**config.mk**
```make
export PLATFORM = sky130hd
export DESIGN_NAME = image_transfer_receiver
export DESIGN_NICKNAME = d
export VERILOG_FILES = /design/src/hw/rtl/itr_pkg.sv /design/src/hw/rtl/itr_front.sv /design/src/hw/rtl/itr_jobq.sv /design/src/hw/rtl/itr_back.sv /design/src/hw/rtl/image_transfer_receiver.sv
export SDC_FILE = /design/constraint.sdc
export NUM_CORES = 1
export LEC_CHECK = 0
export ABC_AREA = 1
export BUFFER_PORTS_ARGS = -buffer_cell sky130_fd_sc_hd__buf_2
export CAP_MARGIN = 20
export CORE_MARGIN = 5
export CORE_UTILIZATION = 50
export CTS_CLUSTER_DIAMETER = 120
export DETAILED_ROUTE_END_ITERATION = 10
export GPL_ROUTABILITY_DRIVEN = 0
export PLACE_DENSITY_LB_ADDON = 0.05
export SLEW_MARGIN = 20
export SYNTH_ARGS = -nofsm -noshare
export SYNTH_HDL_FRONTEND = slang
export SYNTH_SLANG_ARGS = --single-unit
export TNS_END_PERCENT = 20
```
**constraint.sdc**
```tcl
create_clock -name i_clk -period 16.7 [get_ports i_clk]
set_input_delay 3.34 -clock i_clk [delete_from_list [all_inputs] [get_ports i_clk]]
set_output_delay 3.34 -clock i_clk [all_outputs]
set_load 0.05 [all_outputs]
```
**src/hw/rtl/itr_pkg.sv**
```systemverilog
package itr_pkg;

    // item geometry
    localparam int unsigned PAGE_BYTES   = 256;
    localparam int unsigned HEADER_BYTES = 256;
    localparam int unsigned SEQ_BYTES    = 4;
    localparam int unsigned MARKER_BYTES = 5;
    localparam logic [31:0] MAGIC_WOLF   = 32'h464C_4F57;

    // field widths
    localparam int unsigned OFFS_W = 25;
    localparam int unsigned CNT_W  = 9;
    localparam int unsigned WORD_W = 32;
    localparam int unsigned LEN_W  = 9;

    // configuration register indexes
    localparam logic CFG_PARTITION_SIZE = 1'b0;
    localparam logic CFG_RESERVED_BYTES = 1'b1;

    // configuration reset values
    localparam logic [OFFS_W-1:0] PARTITION_SIZE_RST = 25'd262144;
    localparam logic [OFFS_W-1:0] RESERVED_BYTES_RST = 25'd8192;

    // input function codes
    localparam logic FUNC_DGRAM   = 1'b0;
    localparam logic FUNC_TIMEOUT = 1'b1;

    // result action codes
    typedef enum logic [1:0] {
        ACT_ACK    = 2'd0,
        ACT_ERASE  = 2'd1,
        ACT_WRITE  = 2'd2,
        ACT_MARKER = 2'd3
    } t_action;

    // job passed from the front to the back
    typedef enum logic [1:0] {
        JOB_START  = 2'd0,
        JOB_PAGE   = 2'd1,
        JOB_DONE   = 2'd2,
        JOB_REJECT = 2'd3
    } t_job_kind;

    typedef struct packed {
        t_job_kind         kind;
        logic [OFFS_W-1:0] woff;
        logic [CNT_W-1:0]  wcnt;
        logic [WORD_W-1:0] ack;
        logic [OFFS_W-1:0] moff;
    } t_job;

    typedef struct packed {
        t_action           action;
        logic [OFFS_W-1:0] flash_offset;
        logic [CNT_W-1:0]  byte_count;
        logic [WORD_W-1:0] ack_value;
        logic              last;
    } t_result;

    localparam int unsigned JOBQ_DEPTH = 2;

endpackage

```
**src/hw/rtl/itr_front.sv**
```systemverilog
module itr_front (
    input  logic                       i_clk,
    input  logic                       i_rst_n,
    input  logic                       i_cfg_we,
    input  logic                       i_cfg_idx,
    input  logic [itr_pkg::OFFS_W-1:0] i_cfg_data,
    input  logic                       i_accept,
    input  logic                       i_func,
    input  logic [itr_pkg::LEN_W-1:0]  i_dgram_len,
    input  logic [itr_pkg::WORD_W-1:0] i_seq_word,
    input  logic [itr_pkg::WORD_W-1:0] i_magic_word,
    input  logic [itr_pkg::WORD_W-1:0] i_image_len,
    output logic                       o_job_push,
    output itr_pkg::t_job              o_job
);

    logic [itr_pkg::OFFS_W-1:0] r_part, r_resv;
    logic [itr_pkg::WORD_W-1:0] r_total, n_total;
    logic [itr_pkg::WORD_W-1:0] r_next, n_next;
    logic [itr_pkg::WORD_W-1:0] r_remain, n_remain;

    logic                       idle;
    logic                       start_ok;
    logic [itr_pkg::OFFS_W-1:0] limit;
    logic [itr_pkg::WORD_W-1:0] tlen;
    logic                       fits;
    logic [itr_pkg::CNT_W-1:0]  sz;
    logic                       run_ok;
    logic [itr_pkg::WORD_W-1:0] next_new;
    logic                       done;

    // configuration registers
    always_ff @(posedge i_clk) begin
        if (!i_rst_n) begin
            r_part <= itr_pkg::PARTITION_SIZE_RST;
            r_resv <= itr_pkg::RESERVED_BYTES_RST;
        end else if (i_cfg_we) begin
            unique case (i_cfg_idx)
                itr_pkg::CFG_PARTITION_SIZE: r_part <= i_cfg_data;
                itr_pkg::CFG_RESERVED_BYTES: r_resv <= i_cfg_data;
                default:                     r_part <= r_part;
            endcase
        end
    end

    // start checks while idle
    assign idle     = (r_total == '0);
    assign start_ok = (i_func == itr_pkg::FUNC_DGRAM)
                   && (i_dgram_len == itr_pkg::LEN_W'(itr_pkg::PAGE_BYTES + itr_pkg::SEQ_BYTES))
                   && (i_seq_word == '0)
                   && (i_magic_word == itr_pkg::MAGIC_WOLF);
    assign limit    = (r_resv >= r_part) ? '0 : (r_part - r_resv);
    assign tlen     = i_image_len + itr_pkg::WORD_W'(itr_pkg::HEADER_BYTES);
    assign fits     = (tlen <= {{(itr_pkg::WORD_W-itr_pkg::OFFS_W){1'b0}}, limit});

    // page checks while running, remain tracks total minus next
    assign sz       = (r_remain < itr_pkg::WORD_W'(itr_pkg::PAGE_BYTES))
                    ? r_remain[itr_pkg::CNT_W-1:0] : itr_pkg::CNT_W'(itr_pkg::PAGE_BYTES);
    assign run_ok   = (i_func == itr_pkg::FUNC_DGRAM)
                   && ({1'b0, i_dgram_len} >= ({1'b0, sz} + 10'(itr_pkg::SEQ_BYTES)))
                   && (i_seq_word == r_next);
    assign next_new = r_next + {{(itr_pkg::WORD_W-itr_pkg::CNT_W){1'b0}}, sz};
    assign done     = (next_new >= r_total);

    // classify the item and pick the next state
    always_comb begin
        n_total    = r_total;
        n_next     = r_next;
        n_remain   = r_remain;
        o_job_push = 1'b0;
        o_job.kind = itr_pkg::JOB_REJECT;
        o_job.woff = r_next[itr_pkg::OFFS_W-1:0];
        o_job.wcnt = sz;
        o_job.ack  = r_next;
        o_job.moff = r_part - itr_pkg::OFFS_W'(itr_pkg::MARKER_BYTES);
        if (idle) begin
            o_job.kind = itr_pkg::JOB_START;
            o_job.woff = '0;
            o_job.wcnt = itr_pkg::CNT_W'(itr_pkg::PAGE_BYTES);
            o_job.ack  = itr_pkg::WORD_W'(itr_pkg::PAGE_BYTES);
            if (i_accept && start_ok && fits) begin
                o_job_push = 1'b1;
                n_total    = tlen;
                n_next     = itr_pkg::WORD_W'(itr_pkg::PAGE_BYTES);
                n_remain   = i_image_len;
            end
        end else begin
            o_job_push = i_accept;
            if (!run_ok) begin
                o_job.kind = itr_pkg::JOB_REJECT;
            end else if (done) begin
                o_job.kind = itr_pkg::JOB_DONE;
                o_job.ack  = r_total;
                if (i_accept) begin
                    n_total = '0;
                    n_next  = '0;
                end
            end else begin
                o_job.kind = itr_pkg::JOB_PAGE;
                o_job.ack  = next_new;
                if (i_accept) begin
                    n_next   = next_new;
                    n_remain = r_remain - {{(itr_pkg::WORD_W-itr_pkg::CNT_W){1'b0}}, sz};
                end
            end
        end
    end

    // transfer state
    always_ff @(posedge i_clk) begin
        if (!i_rst_n) begin
            r_total <= '0;
            r_next  <= '0;
        end else begin
            r_total <= n_total;
            r_next  <= n_next;
        end
    end

    always_ff @(posedge i_clk) begin
        r_remain <= n_remain;
    end

    // a running transfer always pushes exactly one job per item
    a_run_push: assert property (@(posedge i_clk) disable iff (!i_rst_n)
        (!idle && i_accept) |-> o_job_push)
        else $error("running item did not produce a job");

endmodule

```
**src/hw/rtl/itr_jobq.sv**
```systemverilog
module itr_jobq (
    input  logic          i_clk,
    input  logic          i_rst_n,
    input  logic          i_push,
    input  itr_pkg::t_job i_job,
    output logic          o_full,
    input  logic          i_pop,
    output logic          o_valid,
    output itr_pkg::t_job o_job
);

    localparam int unsigned PTR_W = $clog2(itr_pkg::JOBQ_DEPTH);
    localparam int unsigned CNT_W = $clog2(itr_pkg::JOBQ_DEPTH + 1);

    itr_pkg::t_job    r_mem [itr_pkg::JOBQ_DEPTH];
    logic [PTR_W-1:0] r_wptr, r_rptr;
    logic [CNT_W-1:0] r_count;
    logic             do_push, do_pop;

    assign o_full  = (r_count == CNT_W'(itr_pkg::JOBQ_DEPTH));
    assign o_valid = (r_count != '0);
    assign o_job   = r_mem[r_rptr];
    assign do_push = i_push && !o_full;
    assign do_pop  = i_pop && o_valid;

    // pointers and fill count
    always_ff @(posedge i_clk) begin
        if (!i_rst_n) begin
            r_wptr  <= '0;
            r_rptr  <= '0;
            r_count <= '0;
        end else begin
            if (do_push) begin
                r_wptr <= (r_wptr == PTR_W'(itr_pkg::JOBQ_DEPTH - 1)) ? '0 : r_wptr + 1'b1;
            end
            if (do_pop) begin
                r_rptr <= (r_rptr == PTR_W'(itr_pkg::JOBQ_DEPTH - 1)) ? '0 : r_rptr + 1'b1;
            end
            if (do_push && !do_pop) begin
                r_count <= r_count + 1'b1;
            end else if (do_pop && !do_push) begin
                r_count <= r_count - 1'b1;
            end
        end
    end

    // job storage
    always_ff @(posedge i_clk) begin
        if (do_push) begin
            r_mem[r_wptr] <= i_job;
        end
    end

    a_no_overflow: assert property (@(posedge i_clk) disable iff (!i_rst_n)
        !(i_push && o_full))
        else $error("job pushed into a full queue");

    a_count_range: assert property (@(posedge i_clk) disable iff (!i_rst_n)
        r_count <= CNT_W'(itr_pkg::JOBQ_DEPTH))
        else $error("job queue count out of range");

endmodule

```
**src/hw/rtl/itr_back.sv**
```systemverilog
module itr_back (
    input  logic            i_clk,
    input  logic            i_rst_n,
    input  logic            i_job_valid,
    input  itr_pkg::t_job   i_job,
    output logic            o_job_pop,
    input  logic            i_pop,
    output logic            o_empty,
    output itr_pkg::t_result o_res
);

    logic [1:0]       r_step, n_step;
    logic             r_ovalid;
    itr_pkg::t_result r_out;
    itr_pkg::t_result res;
    logic             res_last;
    logic             emit;

    // result for the current job step
    always_comb begin
        res.action       = itr_pkg::ACT_ACK;
        res.flash_offset = '0;
        res.byte_count   = '0;
        res.ack_value    = '0;
        res.last         = 1'b0;
        res_last         = 1'b1;
        unique case (i_job.kind)
            itr_pkg::JOB_START: begin
                priority case (r_step)
                    2'd0: begin
                        res.action = itr_pkg::ACT_ERASE;
                        res_last   = 1'b0;
                    end
                    2'd1: begin
                        res.action       = itr_pkg::ACT_WRITE;
                        res.flash_offset = i_job.woff;
                        res.byte_count   = i_job.wcnt;
                        res_last         = 1'b0;
                    end
                    default: begin
                        res.ack_value = i_job.ack;
                    end
                endcase
            end
            itr_pkg::JOB_PAGE: begin
                if (r_step == 2'd0) begin
                    res.action       = itr_pkg::ACT_WRITE;
                    res.flash_offset = i_job.woff;
                    res.byte_count   = i_job.wcnt;
                    res_last         = 1'b0;
                end else begin
                    res.ack_value = i_job.ack;
                end
            end
            itr_pkg::JOB_DONE: begin
                priority case (r_step)
                    2'd0: begin
                        res.action       = itr_pkg::ACT_WRITE;
                        res.flash_offset = i_job.woff;
                        res.byte_count   = i_job.wcnt;
                        res_last         = 1'b0;
                    end
                    2'd1: begin
                        res.ack_value = i_job.ack;
                        res_last      = 1'b0;
                    end
                    default: begin
                        res.action       = itr_pkg::ACT_MARKER;
                        res.flash_offset = i_job.moff;
                        res.byte_count   = itr_pkg::CNT_W'(itr_pkg::MARKER_BYTES);
                    end
                endcase
            end
            itr_pkg::JOB_REJECT: begin
                res.ack_value = i_job.ack;
            end
            default: begin
                res.ack_value = i_job.ack;
            end
        endcase
        res.last = res_last;
    end

    // one result leaves the job per cycle when the output stage has room
    assign emit      = i_job_valid && (!r_ovalid || i_pop);
    assign o_job_pop = emit && res_last;
    assign n_step    = emit ? (res_last ? 2'd0 : r_step + 2'd1) : r_step;

    always_ff @(posedge i_clk) begin
        if (!i_rst_n) begin
            r_step   <= '0;
            r_ovalid <= 1'b0;
        end else begin
            r_step <= n_step;
            if (emit) begin
                r_ovalid <= 1'b1;
            end else if (i_pop) begin
                r_ovalid <= 1'b0;
            end
        end
    end

    // output register
    always_ff @(posedge i_clk) begin
        if (emit) begin
            r_out <= res;
        end
    end

    assign o_empty = !r_ovalid;
    assign o_res   = r_out;

    a_step_has_job: assert property (@(posedge i_clk) disable iff (!i_rst_n)
        (r_step != 2'd0) |-> i_job_valid)
        else $error("job left the queue in the middle of its results");

    a_step_range: assert property (@(posedge i_clk) disable iff (!i_rst_n)
        r_step != 2'd3)
        else $error("job step out of range");

endmodule

```
**src/hw/rtl/image_transfer_receiver.sv**
```systemverilog
// channel   direction  handshake              payload
// input     in         push / full            i_func i_dgram_len i_seq_word i_magic_word i_image_len
// result    out        empty / pop            o_action o_flash_offset o_byte_count o_ack_value o_last
// config    in         i_cfg_we (no wait)     i_cfg_idx i_cfg_data
//
// an input item is classified in the cycle it is taken; a two-entry job queue sits behind it
// the back end sends one result per cycle while its result register has room: 3 for a start
// or a completion, 2 for a page, 1 for a rejection, none for an ignored idle item; new items
// queue up meanwhile; pop frees the result register, so results flow every cycle while jobs wait
// reset is synchronous, active low: idle, queues empty, registers at 262144 and 8192
// full rises whenever both job slots are taken, even with pop high while a job drains
module image_transfer_receiver (
    input  logic                       i_clk,
    input  logic                       i_rst_n,
    input  logic                       i_cfg_we,
    input  logic                       i_cfg_idx,
    input  logic [itr_pkg::OFFS_W-1:0] i_cfg_data,
    input  logic                       push,
    output logic                       full,
    input  logic                       i_func,
    input  logic [itr_pkg::LEN_W-1:0]  i_dgram_len,
    input  logic [itr_pkg::WORD_W-1:0] i_seq_word,
    input  logic [itr_pkg::WORD_W-1:0] i_magic_word,
    input  logic [itr_pkg::WORD_W-1:0] i_image_len,
    output logic                       empty,
    input  logic                       pop,
    output logic [1:0]                 o_action,
    output logic [itr_pkg::OFFS_W-1:0] o_flash_offset,
    output logic [itr_pkg::CNT_W-1:0]  o_byte_count,
    output logic [itr_pkg::WORD_W-1:0] o_ack_value,
    output logic                       o_last
);

    logic             accept;
    logic             job_push, job_pop, job_valid;
    itr_pkg::t_job    job_in, job_head;
    itr_pkg::t_result res;

    assign accept = push && !full;

    // front: classify and keep transfer state
    itr_front u_front (
        .i_clk        (i_clk),
        .i_rst_n      (i_rst_n),
        .i_cfg_we     (i_cfg_we),
        .i_cfg_idx    (i_cfg_idx),
        .i_cfg_data   (i_cfg_data),
        .i_accept     (accept),
        .i_func       (i_func),
        .i_dgram_len  (i_dgram_len),
        .i_seq_word   (i_seq_word),
        .i_magic_word (i_magic_word),
        .i_image_len  (i_image_len),
        .o_job_push   (job_push),
        .o_job        (job_in)
    );

    // queue between front and back
    itr_jobq u_jobq (
        .i_clk   (i_clk),
        .i_rst_n (i_rst_n),
        .i_push  (job_push),
        .i_job   (job_in),
        .o_full  (full),
        .i_pop   (job_pop),
        .o_valid (job_valid),
        .o_job   (job_head)
    );

    // back: expand jobs into results
    itr_back u_back (
        .i_clk       (i_clk),
        .i_rst_n     (i_rst_n),
        .i_job_valid (job_valid),
        .i_job       (job_head),
        .o_job_pop   (job_pop),
        .i_pop       (pop),
        .o_empty     (empty),
        .o_res       (res)
    );

    assign o_action       = res.action;
    assign o_flash_offset = res.flash_offset;
    assign o_byte_count   = res.byte_count;
    assign o_ack_value    = res.ack_value;
    assign o_last         = res.last;

endmodule
```
======== Yosys cells after proc, flatten, opt, wreduce, memory -nomap -nowiden ========
Memories as Yosys holds them, arrays and structs flattened. A register that Yosys moved wholly into a read port is not among the register bits.
Cells that the tools add are included.
word-level totals
  bits in registers ....................... 222
  memory bits (writable) .................. 186
  input bits .............................. 137
  logic and storage cells ................. 129
  memories kept ........................... 1
memories
  name          words  bits a word  rd ports  clocked after memory_dff  wr ports  RTL line        RTL
  u_jobq.r_mem  2      93           1         1                         1         itr_jobq.sv:15  itr_pkg::t_job r_mem [itr_pkg::JOBQ_DEPTH];
operators by class
  add/subtract/negate cells ............... 11
  $lt $le $gt $ge ......................... 5
  equality and inequality tests ........... 10
  multiplexer cells ....................... 49
  bitwise operators ....................... 2
  reductions and logical operators ........ 36
operator list
  kind                                                                           count
  32-bit 2-to-1 mux                                                              21
  32-bit case mux with 4 select lines                                            1
  36-bit case mux with 3 select lines                                            1
  36-bit case mux with 2 select lines                                            1
  34-bit 2-to-1 mux                                                              2
  32-bit logical NOT                                                             2
  36-bit 2-to-1 mux                                                              1
  32-bit by 9-bit adder with 32-bit output                                       1
  32-bit by 9-bit adder with 32-bit output, second input constant                1
  32-bit by 31-bit equality test with 1-bit output, second input constant        1
  32-bit equality test                                                           1
  32-bit >= comparator                                                           1
  32-bit by 25-bit less-or-equal comparator with 1-bit output                    1
  32-bit by 9-bit less-than comparator with 1-bit output, second input constant  1
  32-bit by 9-bit subtractor with 32-bit output                                  1
  25-bit >= comparator                                                           1
  25-bit 2-to-1 mux                                                              1
  25-bit subtractor                                                              1
  25-bit by 3-bit subtractor with 25-bit output, second input constant           1
  1-bit logical AND                                                              14
  1-bit 2-to-1 mux                                                               12
  2-bit 2-to-1 mux                                                               6
  2-bit nonzero test                                                             6
  9-bit by 3-bit adder with 10-bit output, second input constant                 1
  other kinds (20)                                                               33

======== Depth between registers and ports, before layout ========
  depth in word-level cells ............... 13
  depth in mapped cells ................... 37
  mapped depth without buffers ............ 35

======== By module ========
Synthesis repeated with hierarchy kept, for this count alone.
unflattened totals
  cell total of the unflattened synthesis .. 2873
  area, all modules ....................... 24420.9 um2
by module, submodules not included
  module                   instances  cells an instance  area each (um2)  sequential area each (um2)
  itr_front                1          2123               13360.3          3243.1
  itr_jobq                 1          326                7233.2           5685.5
  itr_back                 1          422                3817.4           2132.0
  image_transfer_receiver  1          2                  10.0             0.0

======== Least setup slack after synthesis ========
No wires, ideal clock.
  path kind ............................... input to register
  start ................................... input port i_image_len[8] (netlist name)
  end ..................................... memory u_jobq.r_mem[1][0] (netlist name), enable pin
  setup time .............................. 0.549 ns
  data arrival time ....................... 9.511 ns
  data required time ...................... 16.151 ns
  slack ................................... 6.640 ns
  stages on the path ...................... 19
  path through ............................ ha_1 nand4_1 nor2_1 nand4_1 nor2_1 xor2_1 inv_1 ha_1 nand2_1 nor4_1 nand2_1 nand2_1 nand3_1 nor2_1 nand3_1 nand2_2 buf_8 inv_1 nor2_1
on the way
  cells in the longest elaborated chain, start to end .. 8
RTL lines
  what                                                         RTL line                       RTL
  from (decl)                                                  image_transfer_receiver.sv:24  input logic [itr_pkg::WORD_W-1:0] i_image_len,
  32-bit by 9-bit adder with 32-bit output                     itr_front.sv:53                assign tlen = i_image_len + itr_pkg::WORD_W'(itr_pkg::HEADER_BYTES);
  32-bit by 25-bit less-or-equal comparator with 1-bit output  itr_front.sv:54                assign fits = (tlen <= {{(itr_pkg::WORD_W-itr_pkg::OFFS_W){1'b0}}, limit});
  1-bit logical AND                                            itr_front.sv:81                if (i_accept && start_ok && fits) begin
  1-bit 2-to-1 mux                                             itr_front.sv:81
  1-bit 2-to-1 mux                                             itr_front.sv:76                if (idle) begin
  1-bit logical AND                                            itr_jobq.sv:23                 assign do_push = i_push && !o_full;
  1-bit 2-to-1 mux                                             itr_jobq.sv:49                 if (do_push) begin
  1-bit 2-to-1 mux (implied by the code)                       itr_jobq.sv:50                 r_mem[r_wptr] <= i_job;
  to (decl)                                                    itr_jobq.sv:15
No other way between the ends.

======== Worst setup path in the final report ========
  start ................................... input port i_image_len[8] (netlist name)
  end ..................................... memory u_jobq.r_mem[0][71] (netlist name), enable pin
Same word-level chain as after synthesis.

==> out/results.txt <==
period utilization: 46.3%
f_max: 129 MHz
Die Height: 224 um
first-pass GRT wire length: 106,000 um
worst vdd ir: 0.156 mV
clk_lat worst skew: 590 ps
total CTS buffers: 45
worst-margin pin slew: 1070 ps
Int Power: 0.00255 W
Hold Fails Final Rpt: 0
Final nets: 3,125
Synth Flop Type: edfxtp_1
residual DRC count: 0
required time of the worst setup path: 16,900 ps
CTS Buffer Depth: 3
Post-Syn Instances: 2,696
core area: 45,400 um^2
Post-Syn Nets: 2,943
Synth Register Bits: 409
class of the worst hold path: reg -> reg
die area: 50,200 um^2
register area share after synthesis: 48.3%
RSZ-0062 raised after global routing: false
count of input and output buffers: 207
commonest cells after routing, fill and taps aside: nand2_1 (537), nor2_1 (341), inv_1 (295), edfxtp_1 (287), a21oi_1 (227)
Critical Path Source Type: input port
WP data arrival: 7930 ps
Worst Setup SP: i_image_len[8]
net switching power: 0.00186 W
share of layout cells above drive strength 1: 13.1%
status: complete, no violations
critical path fanouts, max: 57
Ant. Diodes: 0
Vias/cell: 5.58
Clock transition at path regs: 60 ps
async set-reset flop share out of synthesis: 0%
Area Overhead vs Synth: 13.4%
YS warnings: 0
Starting Density: 50.4%
Comb power frac: 39.1%
pwr/cell area: 170 nW/um^2
HP Start: u_front.r_resv[21]
post-CTS setup buffers: 0
clock sink total: 409
Tmin final: 7730 ps
cts repair resizes: 0
initial antenna violation count: 0
syn_area_per_cell: 8.49 um^2
Final Skew: 26.3 ps
DR pass1 iterations: 5
synthesized cell area: 22,900 um^2
total number of H-tree levels: 2
sw frac: 42.1%
kind of critical path: in -> reg
leakage: 10.6 nW
Iter 0 DRT Violations: 1,786
relative slew slack: 28.4%
Post-synth EDFFs: 287
Rows: 78
CTS Root Cell: clkbuf_16
reg-to-reg startpoint: u_front.r_remain[16]
num ports: 208
Setup violations, final: 0
Reg2Reg Depth: 26
most common cell after layout, fill and taps aside: nand2_1
vias in the first global route: 18.6k
Slew Limit Fails: 0
CP endpoint kind: flip-flop
average wire per standard cell: 19.7 um
post-DP HPWL: 51,800 um
Clock Power Share: 22.1%
Yosys cell types: 61
largest net degree at the start of global routing: 72
part of the power in registers: 38.8%
CTS Hold Buffers Added: 0
gr ovfl total: 0
CTS tree: done
Die Span X: 224 um
maxcap violations: 0
Design Power: 0.00441 W
Worst Hold Depth: 2
Setup TNS: 0 ps
final antenna-violating net count: 0
WL final: 69,100 um
GRT Util Overall: 26.8%
vias: 19.6k
[per-stage QoR]
stage / hold WS, ps / worst slack (ps) / cells / utilization [%] / area (um^2)
after floorplan: 435 / 6640 / 2696 / - / 22900
after global placement: 448 / 8130 / 3428 / 53.9 / 24400
after detailed placement: 456 / 8030 / 3429 / 53.9 / 24500
after CTS: 465 / 8630 / 3513 / 57.1 / 25900
after global routing: 485 / 8550 / 3515 / 57.2 / 26000
final: 463 / 8970 / 3515 / 57.2 / 26000
[final cells by class]
cell class	count	area, um^2
clock buffer	64	1340
clock inverter	20	126
fill	4165	19400
inverter	303	1140
multi-input combinational	1891	10300
sequential	409	11100
tap	600	751
timing repair buffer	228	1220
[power by group through the flow]
stage	sequential, W	clock (W)	combinational [W]
2_1_floorplan	0.00202	0	0.000912
3_3_place_gp	0.00172	0	0.00169
3_5_place_dp	0.00173	0	0.00171
4_1_cts	0.00171	0.000993	0.00172
5_1_grt	0.00174	0.00103	0.00186
6_report	0.00171	0.000974	0.00172
[registers in the layout, summed over array words and instances, names as in the netlist, 2 cells and up, named ones only]
register and cells:
u_front.r_total 32, u_jobq.r_count 2, u_front.r_next 32, u_front.r_resv 25, u_jobq.r_mem 186, u_back.r_step 2, u_front.r_part 25, u_front.r_remain 32
u_back.o_res 69
[metal layers]
| layer | share of wire [%] | global-route usage, % | wire [um] | up-vias |
|---|---|---|---|---|
| met1 | 42 | 36.4 | 28900 | 9319 |
| met4 | 2.5 | 6.60 | 1710 | 0 |
| li1 | - | - | - | 9470 |
| met5 | 0 | 0 | 0 | - |
| met2 | 49 | 45.3 | 33600 | 722 |
| met3 | 7.1 | 4.21 | 4930 | 104 |
[synth_stat cells, types with 14 or more instances]
master / count / area [um^2]
or2_2: 14 / 87.6
a21oi_1: 229 / 1150
o32ai_1: 25 / 219
mux2i_1: 26 / 260
nand4_1: 52 / 325
nor4_1: 22 / 138
nand2_1: 537 / 2020
nand3_1: 126 / 631
inv_1: 297 / 1110
clkbuf_1: 63 / 236
buf_2: 16 / 80.1
ha_1: 108 / 1350
nand2_2: 15 / 93.8
dfxtp_1: 122 / 2440
xor2_1: 59 / 517
o21ai_0: 115 / 576
nor3_1: 60 / 300
edfxtp_1: 287 / 8620
nor2_1: 346 / 1300
xnor2_1: 30 / 263
[worst paths after layout]
path | end | slack (ps)
hold / removal | u_front.r_resv[21] | 460
setup reg to reg | u_front.r_total[27] | 9870
hold reg to reg | u_front.r_resv[21] | 460
setup / recovery | u_jobq.r_mem[0][71] | 8970
[logic make-up after synthesis]
| kind of cell | synth area share [%] |
|---|---|
| buffers and inverters | 6.77 |
| AO/OA/AOI/OAI | 10.9 |
| AND/OR/NAND/NOR | 23.2 |
| other | 0.0164 |
| adder cells (fa/ha/maj) | 6.08 |
| XOR/XNOR | 3.62 |
| flip-flops | 48.3 |
| multiplexers | 1.14 |
[worst max-delay path: stages]
cell     delay [ps]
buf_2           110
ha_1            200
nand4_1         180
nor2_1          180
nand4_1         120
nor2_1          210
xor2_1          170
inv_1            80
ha_1            280
nand2_1          70
nor4_1          390
nand2_1          90
nand2_1          80
nand3_1          70
nor2_1          100
nand3_1          90
nand2_2         540
inv_1           240
nor2_4          420
buf_12          250
buf_4           650
Power figures use the tool's default switching activity.
